[config.mk]
export PLATFORM = sky130hd
export DESIGN_NAME = script_integer_alu_unit
export DESIGN_NICKNAME = d
export VERILOG_FILES = /design/src/rtl/sia_pkg.sv /design/src/rtl/script_integer_alu_unit.sv
export SDC_FILE = /design/constraint.sdc
export NUM_CORES = 2
export LEC_CHECK = 0
export BUFFER_PORTS_ARGS = -buffer_cell sky130_fd_sc_hd__buf_4
export CORE_MARGIN = 10
export CORE_UTILIZATION = 35
export CTS_CLUSTER_DIAMETER = 80
export DETAILED_ROUTE_END_ITERATION = 16
export PLACE_DENSITY = 0.52
export SLEW_MARGIN = 20
export SYNTH_ARGS = -nofsm -noshare
export SYNTH_HDL_FRONTEND = slang
export SYNTH_SLANG_ARGS = --single-unit
[constraint.sdc]
create_clock -name clk -period 23.9 [get_ports clk]
set_clock_uncertainty 0.05 [all_clocks]
set_input_delay 1.195 -clock clk [delete_from_list [all_inputs] [get_ports clk]]
set_output_delay 1.195 -clock clk [all_outputs]
set_load 0.01 [all_outputs]
[src/rtl/sia_pkg.sv]
// Package for the script integer ALU: transaction types and opcodes.
// No dependencies.
`timescale 1ns / 1ps
`default_nettype none
package sia_pkg;

    typedef enum logic [4:0] {
        OP_PASS = 5'd0,
        OP_ADD = 5'd1,
        OP_SUB = 5'd2,
        OP_MUL = 5'd3,
        OP_DIV = 5'd4,
        OP_MOD = 5'd5,
        OP_POW = 5'd6,
        OP_AND = 5'd7,
        OP_OR  = 5'd8,
        OP_XOR = 5'd9,
        OP_SHL = 5'd10,
        OP_SHR = 5'd11,
        OP_EQ  = 5'd12,
        OP_LT  = 5'd13,
        OP_LE  = 5'd14,
        OP_GT  = 5'd15,
        OP_GE  = 5'd16,
        OP_NE  = 5'd17
    } op_t;

    typedef struct packed {
        logic signed [31:0] first_operand;
        logic [4:0]         opcode;
        logic signed [31:0] second_operand;
    } sia_in_t;

    typedef struct packed {
        logic signed [31:0] result_value;
        logic               zero_divisor;
    } sia_out_t;

endpackage
`default_nettype wire

[src/rtl/script_integer_alu_unit.sv]
// Top level of the script integer ALU: sequencer, shared iterative unit, output register.
// Depends on sia_pkg.
`timescale 1ns / 1ps
`default_nettype none
// 32-bit signed ALU with one result per transaction. Simple operations (add, sub,
// logic, shifts, compares, pass, zero-divisor and power special cases) go from
// ST_IDLE through ST_EVAL to ST_DONE. Multiply, divide, modulo and power use one shared
// iteration unit that does one step per cycle for 32 steps (a radix-2 restoring
// divider step, or one add-and-shift multiply step); multiply, divide and modulo
// pass through ST_ITER and ST_FIX. Power runs 32 square-and-multiply rounds: a set
// exponent bit takes a multiply pass and a square pass, a clear bit a square pass only.
// in_ready is low while an item is in work or its result waits.
module script_integer_alu_unit
    import sia_pkg::*;
(
    input  wire logic     clk,
    input  wire logic     rst_n,
    input  wire logic     in_valid,
    output logic          in_ready,
    input  wire sia_in_t  in_data,
    output logic          out_valid,
    input  wire logic     out_ready,
    output sia_out_t      out_data
);

    typedef enum logic [4:0] {
        ST_IDLE = 5'b00001,
        ST_EVAL = 5'b00010,
        ST_ITER = 5'b00100,
        ST_FIX  = 5'b01000,
        ST_DONE = 5'b10000
    } state_t;

    typedef enum logic [1:0] {
        K_MUL = 2'd0,
        K_DIV = 2'd1,
        K_PSQ = 2'd2,
        K_PML = 2'd3
    } kind_t;

    state_t      state_reg, state_next;
    kind_t       kind_reg, kind_next;
    logic [31:0] a_reg, a_next, b_reg, b_next;
    logic [4:0]  op_reg, op_next;
    logic [31:0] x_reg, x_next;      // multiplicand / divisor magnitude / base
    logic [31:0] y_reg, y_next;      // multiplier / dividend shift reg and quotient
    logic [31:0] acc_reg, acc_next;  // remainder / power accumulator
    logic [31:0] pr_reg, pr_next;    // partial product
    logic [5:0]  cnt_reg, cnt_next;  // iteration count within a pass
    logic [5:0]  rnd_reg, rnd_next;  // power rounds left
    sia_out_t    res_reg, res_next;

    logic [31:0] mag_a, mag_b;
    logic [32:0] trial;
    logic        slt_ab, slt_ba;

    assign mag_a  = a_reg[31] ? (32'd0 - a_reg) : a_reg;
    assign mag_b  = b_reg[31] ? (32'd0 - b_reg) : b_reg;
    assign slt_ab = $signed(a_reg) < $signed(b_reg);
    assign slt_ba = $signed(b_reg) < $signed(a_reg);
    assign trial  = {acc_reg, y_reg[31]} - {1'b0, x_reg};

    assign in_ready  = (state_reg == ST_IDLE);
    assign out_valid = (state_reg == ST_DONE);
    assign out_data  = res_reg;

    // sequencer and shared step unit
    always_comb
    begin
        state_next = state_reg;
        kind_next  = kind_reg;
        a_next     = a_reg;
        b_next     = b_reg;
        op_next    = op_reg;
        x_next     = x_reg;
        y_next     = y_reg;
        acc_next   = acc_reg;
        pr_next    = pr_reg;
        cnt_next   = cnt_reg;
        rnd_next   = rnd_reg;
        res_next   = res_reg;
        unique case (state_reg)
            ST_IDLE:
            begin
                if (in_valid)
                begin
                    a_next     = in_data.first_operand;
                    b_next     = in_data.second_operand;
                    op_next    = in_data.opcode;
                    state_next = ST_EVAL;
                end
            end
            ST_EVAL:
            begin
                res_next.zero_divisor = 1'b0;
                res_next.result_value = a_reg;
                cnt_next   = 6'd0;
                state_next = ST_DONE;
                case (op_reg)
                    OP_ADD: res_next.result_value = a_reg + b_reg;
                    OP_SUB: res_next.result_value = a_reg - b_reg;
                    OP_AND: res_next.result_value = a_reg & b_reg;
                    OP_OR:  res_next.result_value = a_reg | b_reg;
                    OP_XOR: res_next.result_value = a_reg ^ b_reg;
                    OP_SHL: res_next.result_value = (b_reg[31:5] == 27'd0) ?
                                                    (a_reg << b_reg[4:0]) : 32'd0;
                    OP_SHR: res_next.result_value = (b_reg[31:5] == 27'd0) ?
                                                    (a_reg >> b_reg[4:0]) : 32'd0;
                    OP_EQ:  res_next.result_value = {31'd0, a_reg == b_reg};
                    OP_LT:  res_next.result_value = {31'd0, slt_ab};
                    OP_LE:  res_next.result_value = {31'd0, !slt_ba};
                    OP_GT:  res_next.result_value = {31'd0, slt_ba};
                    OP_GE:  res_next.result_value = {31'd0, !slt_ab};
                    OP_NE:  res_next.result_value = {31'd0, a_reg != b_reg};
                    OP_MUL:
                    begin
                        kind_next  = K_MUL;
                        x_next     = a_reg;
                        y_next     = b_reg;
                        acc_next   = 32'd0;
                        pr_next    = 32'd0;
                        state_next = ST_ITER;
                    end
                    OP_DIV, OP_MOD:
                    begin
                        if (b_reg == 32'd0)
                        begin
                            res_next.result_value = 32'd0;
                            res_next.zero_divisor = 1'b1;
                        end
                        else
                        begin
                            kind_next  = K_DIV;
                            x_next     = mag_b;
                            y_next     = mag_a;
                            acc_next   = 32'd0;
                            state_next = ST_ITER;
                        end
                    end
                    OP_POW:
                    begin
                        if (a_reg == 32'd0)
                            res_next.result_value = 32'd0;
                        else if (a_reg == 32'd1)
                            res_next.result_value = 32'd1;
                        else if (b_reg[31])
                            res_next.result_value = (a_reg == 32'hFFFF_FFFF) ?
                                (b_reg[0] ? 32'hFFFF_FFFF : 32'd1) : 32'd0;
                        else
                        begin
                            // acc holds power result; pr holds base
                            acc_next   = 32'd1;
                            pr_next    = a_reg;
                            rnd_next   = 6'd32;
                            state_next = ST_FIX;
                        end
                    end
                    default: ;
                endcase
            end
            ST_ITER:
            begin
                cnt_next = cnt_reg + 6'd1;
                if (kind_reg == K_DIV)
                begin
                    y_next = {y_reg[30:0], 1'b0};
                    if (!trial[32])
                        acc_next = trial[31:0];
                    else
                        acc_next = {acc_reg[30:0], y_reg[31]};
                    // quotient bit goes into low bit of the shifting dividend
                    y_next[0] = !trial[32];
                end
                else
                begin
                    // add-and-shift multiply: pr += x if y lsb
                    if (y_reg[0])
                        pr_next = pr_reg + x_reg;
                    x_next = {x_reg[30:0], 1'b0};
                    y_next = {1'b0, y_reg[31:1]};
                end
                if (cnt_reg == 6'd31)
                    state_next = ST_FIX;
            end
            ST_FIX:
            begin
                unique case (kind_reg)
                    K_MUL:
                    begin
                        res_next.result_value = pr_reg;
                        state_next = ST_DONE;
                    end
                    K_DIV:
                    begin
                        if (op_reg == OP_DIV)
                            res_next.result_value = (a_reg[31] ^ b_reg[31]) ?
                                (32'd0 - y_reg) : y_reg;
                        else
                            res_next.result_value = a_reg[31] ?
                                (32'd0 - acc_reg) : acc_reg;
                        state_next = ST_DONE;
                    end
                    K_PSQ:
                    begin
                        // squaring finished: new base
                        pr_next   = pr_reg;
                        state_next = ST_FIX;
                    end
                    K_PML:
                    begin
                        state_next = ST_FIX;
                    end
                    default: ;
                endcase
                if (op_reg == OP_POW)
                begin
                    // power round control; b_reg holds remaining exponent
                    // x_reg/y_reg/pr_reg are reused by the multiply step
                    if (state_reg == ST_FIX && kind_reg == K_PML && cnt_reg == 6'd32)
                    begin
                        acc_next = pr_reg;   // acc *= base done
                        pr_next  = 32'd0;
                        x_next   = a_reg;
                        y_next   = a_reg;
                        kind_next = K_PSQ;
                        cnt_next = 6'd0;
                        state_next = ST_ITER;
                    end
                    else if (kind_reg == K_PSQ && cnt_reg == 6'd32)
                    begin
                        a_next   = pr_reg;   // base squared
                        b_next   = {1'b0, b_reg[31:1]};
                        rnd_next = rnd_reg - 6'd1;
                        cnt_next = 6'd0;
                        kind_next = K_MUL;
                        state_next = ST_FIX;
                        if (rnd_reg == 6'd1)
                        begin
                            res_next.result_value = acc_reg;
                            res_next.zero_divisor = 1'b0;
                            state_next = ST_DONE;
                        end
                    end
                    else
                    begin
                        // start of a round: multiply acc by base if exponent lsb
                        x_next   = a_reg;
                        y_next   = b_reg[0] ? acc_reg : 32'd0;
                        pr_next  = 32'd0;
                        cnt_next = 6'd0;
                        kind_next = K_PML;
                        state_next = ST_ITER;
                        if (!b_reg[0])
                        begin
                            // skip: multiply result must keep acc
                            x_next   = a_reg;
                            y_next   = a_reg;
                            kind_next = K_PSQ;
                        end
                    end
                end
            end
            ST_DONE:
            begin
                if (out_ready)
                    state_next = ST_IDLE;
            end
            default: state_next = ST_IDLE;
        endcase
        // first entry into power: base lives in a_reg, exponent in b_reg
        if (state_reg == ST_EVAL && op_reg == OP_POW)
            kind_next = K_MUL;
    end

    always_ff @(posedge clk or negedge rst_n)
    begin
        if (!rst_n)
        begin
            state_reg <= ST_IDLE;
            kind_reg  <= K_MUL;
            cnt_reg   <= 6'd0;
            rnd_reg   <= 6'd0;
        end
        else
        begin
            state_reg <= state_next;
            kind_reg  <= kind_next;
            cnt_reg   <= cnt_next;
            rnd_reg   <= rnd_next;
        end
    end

    always_ff @(posedge clk)
    begin
        a_reg   <= a_next;
        b_reg   <= b_next;
        op_reg  <= op_next;
        x_reg   <= x_next;
        y_reg   <= y_next;
        acc_reg <= acc_next;
        pr_reg  <= pr_next;
        res_reg <= res_next;
    end

`ifndef SYNTH
    a_busy_ready: assert property (@(posedge clk) disable iff (!rst_n)
        (state_reg != ST_IDLE) |-> !in_ready)
        else $error("ready while busy");
    a_zd_flag: assert property (@(posedge clk) disable iff (!rst_n)
        (out_valid && out_data.zero_divisor) |-> (out_data.result_value == 32'd0))
        else $error("zero divisor result not zero");
    a_out_hold: assert property (@(posedge clk) disable iff (!rst_n)
        (out_valid && !out_ready) |=> (out_valid && $stable(out_data)))
        else $error("result changed while stalled");
`endif

endmodule
`default_nettype wire
Yosys cells after proc, flatten, opt, wreduce, memory -nomap -nowiden
Index checks and enable logic that the tools add are counted.
- word-level logic and storage cells: 216
- flip-flop bits (word level): 249
- bits of input ports: 73
- output and inout bits: 35
- muxes and demuxes: 98
- equal/unequal tests: 58
- reductions and logical operators: 29
- shift-type cells: 2
- bitwise logic cells: 4
- add/subtract/negate cells: 10
- magnitude comparators: 2
- operators with widths (operator ; count):
    2-to-1 mux 32 bit ; 47
    one-hot mux 32 bit (15 select lines) ; 1
    one-hot mux 32 bit (3 select lines) ; 5
    one-hot mux 32 bit (2 select lines) ; 6
    2-to-1 mux 33 bit ; 5
    subtractor 1 x 32 -> 32 bit, first input constant ; 4
    one-hot mux 33 bit (2 select lines) ; 1
    adder 32 bit ; 2
    logical NOT 32 bit ; 2
    < comparator 32 bit ; 2
    2-to-1 mux 5 bit ; 11
    2-to-1 mux 6 bit ; 8
    equality test 5 x 4 -> 1 bit, second input constant ; 9
    subtractor 33 x 32 -> 33 bit ; 1
    AND 32 bit ; 1
    equality test 32 x 1 -> 1 bit, second input constant ; 1
    equality test 32 bit ; 1
    equality test 32 bit, second input constant ; 1
    inequality test 32 bit ; 1
    OR 32 bit ; 1
    left shift 32 x 5 -> 32 bit ; 1
    >> shifter 32 x 5 -> 32 bit ; 1
    subtractor 32 bit ; 1
    XOR 32 bit ; 1
    other kinds (40) ; 89

Logic depth before layout (Yosys ltp)
- word-level depth: 9
- gate-level depth with buffers: 15
- gate-level depth less buffers: 14

Worst setup path after synthesis
Ideal clock, no wire load.
- kind: register -> register
- start point: register b_reg[0]
- end point: register x_reg[0], enable pin
- buffers on the path: 3
- cell stages (with the launch flop): 13
- path slack: 16112 ps
- setup time: 470 ps
- period minus slack after synthesis: 7788 ps
- arrival: 7268 ps
- data required time: 23380 ps
- path through: edfxtp_1 buf_2 clkinv_1 buf_1 ha_1 nand4_1 nand2b_1 clkbuf_1 nor2_1 nor2_1 a31oi_1 a221oi_1 a21boi_0
- longest elaborated chain between the ends: 3
- ends and longest elaborated chain (what ; line ; source):
    from (decl) ; script_integer_alu_unit.sv:43 ; logic [31:0] a_reg, a_next, b_reg, b_next;
    from (signal assigned) ; script_integer_alu_unit.sv:296 ; b_reg <= b_next;
    logical NOT 32 bit ; script_integer_alu_unit.sv:126 ; if (b_reg == 32'd0)
    inequality test 3 bit (no line) ; n/a ;
    AND reduction 6 bit (no line) ; n/a ;
    to (signal assigned) ; script_integer_alu_unit.sv:298 ; x_reg <= x_next;
    to (decl) ; script_integer_alu_unit.sv:45 ; logic [31:0] x_reg, x_next;
Every way passes these cells.
A chain may end at the register's enable or synchronous reset.

==> run summary <==
The count of clock tree sinks is 249. For this run, design rule violations remaining after detail routing come to 0. The total CTS buffers came out at 36. The final RePlAce weighted congestion came out at 0.9925. The hold violation count in the final report is 0. For this block, the routed nets add up to 132900 um of wire.

In this run, post-CTS repair resized a total of 0 instances. The worst path arrival time came out at 5.42 ns. Compared with the post-synthesis result, the final layout area differs by 11.27%. The routed design could run at a clock period as short as 5.175 ns. The highest-delay cell along the critical path is nor4_1. The register cell area after layout is 0.007386 mm2. The count of placed standard cells in the final layout, fillers left out came out at 4495.

The element type at the critical path end is a flop. The number of routed nets with antenna violations came out at 0. The average size of a mapped cell is 8.230 um2. The kind of critical path is flop to flop. The highest fanout seen on the critical path came out at 14.

The fraction of final layout cells with drive strength greater than 1 is 10.75%. When the netlist entered floorplanning its net count stood at 3722. In this run, post-CTS hold repair placed 0 buffers. In this run, placement finished with an instance count of 4431. Setup repair after global routing left no endpoint under its margin. The number of filler instances in the final layout is 8379. The count of warnings emitted by yosys is 0. The cell count after synthesis is 3427. The ratio of final minimum period to clock period came out at 21.65%. The ratio of routed vias to standard cells is 6.414.

The total track usage came out at 27.37%. The part of the Yosys area used for sequential elements came out at 26.18%. The total count of max-transition violations in the final report came out at 0. The min-delay analysis places its worst path in the category input pin to asynchronous set/reset pin. The floorplan die area came out at 0.09234 mm2. The tree is rooted in a clkbuf_16. After the first detailed-routing iteration, the DRC count stood at 4061. After floorplanning, the core was divided into 104 placement rows.

The clock transition at the registers of the reported paths is 0.06 ns. The initial antenna violation count came out at 5. The chip height is 303.9 um. The iteration count of the initial detailed-routing pass came out at 6. The worst-case IR drop observed on VDD is 40.93 uV. Once detailed placement completed, the half-perimeter wirelength came to 99190 um.

The clock latency on the worst-skew pair came out at 0.57 ns. By count the netlist is led by 410 x nand2_1, 336 x o21ai_0, 250 x nor2_1. TritonCTS built the clock tree. Setup violations remaining at the end of the flow were counted as 0. The floorplan core area is 0.08016 mm2. Of all flip-flops after synthesis, the portion carrying an async set or reset was 7.631%. The floorplan die width came out at 303.9 um. The flow ran to the end, and the final reports show no timing, DRC or antenna violations. The most common cell in the synthesized netlist is nand2_1. The setup fix buffers added after clock tree synthesis is 0.

The most used flip-flop cell after synthesis is edfxtp_1. The register with the most flip-flops in the layout has 33 of them. The final-layout setup total negative slack came out at 0 ns. The maximum cell stage delay along the critical path came out at 0.77 ns. The vias after detailed routing came out at 28829. The initial cell density of the core came out at 35.19%. The multi-input combinational cells in the finished layout cover a total of 0.01943 mm2. Global routing finished with a remaining overflow of 0. The summed instance area of the synthesized netlist came out at 0.02820 mm2. The average wire length per cell after detail routing came out at 29.57 um. The transition time at the pin with the least slew margin is 1.204 ns. The wire length of the first global-routing pass is 193100 um. The total power after layout is 2.948 mW. The maximum buffer depth of the clock tree is 3. The biggest area consumer among synthesized cells is edfxtp_1. The fraction of synthesized cell area taken by the top area cell type came out at 24.49%. The count of max-cap constraint violations is 0. The deepest level of the CTS H-tree came out at 2. 108 I/O pins were placed.

The data required time of the critical path came out at 24.15 ns. The net total in the final layout is 3704. The cell area power density is 93.94 mW/mm2. The leakage power of the design is 12.17 nW. By area the synthesized netlist is led by edfxtp_1 24%, ha_1 9.7%, o21ai_0 6.0%. In this run, distinct cell masters in the synthesized netlist total 86. The number of I/O port buffers came out at 107. Measured against its own limit, the worst slew margin works out to 19.75%.

The maximum number of pins on one net before global-route repair came out at 70. The fmax is 193.2 MHz. The number of global-route vias before repair is 26771.

The element type at the critical path start is a flop. The count of flip-flops with a built-in enable after synthesis is 230. The critical path goes through inv_1 > ha_1 > inv_1 > fa_1 > nor2b_1 > o311ai_0 > a221oi_1 > nor4_1 > o21ai_0 > a31oi_1 > o21ai_0 > xnor2_1 > a221oi_1 > a22oi_1. The synthesized flop and latch total is 249.
[through the flow]
step	worst slack [ns]	hold WS, ns	instance area (um2)	utilization (%)
after floorplan	16.11	0.4144	28200	-
after global placement	18.89	0.4407	30220	37.70
after detailed placement	18.90	0.4537	30220	37.70
after CTS	18.85	0.4551	31370	39.14
after global routing	18.52	0.4754	31380	39.15
final	18.72	0.4607	31380	39.15
[layout make-up]
type                            instances  area share [%]
Multi-Input combinational cell       2769           61.93
Sequential cell                       249           23.53
Timing Repair Buffer                  201           4.808
Tap cell                             1060           4.226
Clock buffer                           43           3.054
Inverter                              152           1.818
Clock inverter                         20          0.6259
Antenna cell                            1        0.007974
[layer usage]
| metal | share of wire [%] | wire, um | vias up | track usage, % |
|---|---|---|---|---|
| li1 | - | - | 12819 | - |
| met3 | 9.2 | 12190 | 295 | 5.320 |
| met4 | 5.4 | 7229 | 6 | 13.06 |
| met2 | 43 | 57350 | 1666 | 41.22 |
| met5 | 0.030 | 40 | - | 0 |
| met1 | 42 | 56110 | 14043 | 37.08 |
[final timing paths]
| kind | from | endpoint | slack, ns | cells past startpoint |
|---|---|---|---|---|
| hold reg to reg | rnd_reg[1] | rnd_reg[1] | 0.46 | 2 |
| max in group asynchronous | rst_n | state_reg[0] | 23.07 | 1 |
| min in group clk | rnd_reg[1] | rnd_reg[1] | 0.46 | 2 |
| hold / removal | rst_n | state_reg[1] | 0.46 | 1 |
| setup reg to reg | a_reg[0] | out_data[27] | 18.72 | 14 |
| setup / recovery | a_reg[0] | out_data[27] | 18.72 | 14 |
[worst max-delay path: cells and delay by family (launching register included)]
kind	cells	cell delay (ns)
simple gates	2	0.94
fa+ha+maj	2	0.62
flops	1	0.63
buf+inv	2	0.37
compound gates	7	2.10
xor+xnor	1	0.18
[cells by family after synthesis]
| group | synth area share [%] |
|---|---|
| and+or+nand+nor | 16.49 |
| AOI/OAI and AO/OA | 26.80 |
| buffers and inverters | 5.488 |
| muxes | 9.720 |
| DFF | 26.18 |
| adders and majority gates | 9.955 |
| xor gates and xnor gates | 5.372 |
[layout by cell type (no fill, tap or decap), types with 50 or more instances in the layout]
cell type / Yosys / routed
ha_1: 218 / 218
nor3_1: 59 / 57
xor2_1: 54 / 53
edfxtp_1: 230 / 230
a21oi_1: 211 / 211
inv_1: 148 / 148
buf_4: 0 / 201
nand3_1: 52 / 50
nor2_1: 250 / 247
mux2i_1: 158 / 158
xnor2_1: 119 / 119
o31ai_1: 54 / 54
o211ai_1: 66 / 66
a22oi_1: 51 / 51
o21ai_0: 336 / 333
nand2_1: 410 / 409
[report_power, final]
group / internal, mW / total (mW) / switching [mW] / leakage [nW]
combinational: 0.602 / 1.69 / 1.09 / 9.20
sequential: 0.592 / 0.708 / 0.116 / 2.40
clock: 0.320 / 0.548 / 0.229 / 0.563
total: 1.51 / 2.95 / 1.43 / 12.2
Note: power is estimated with default switching activity, not from simulation.
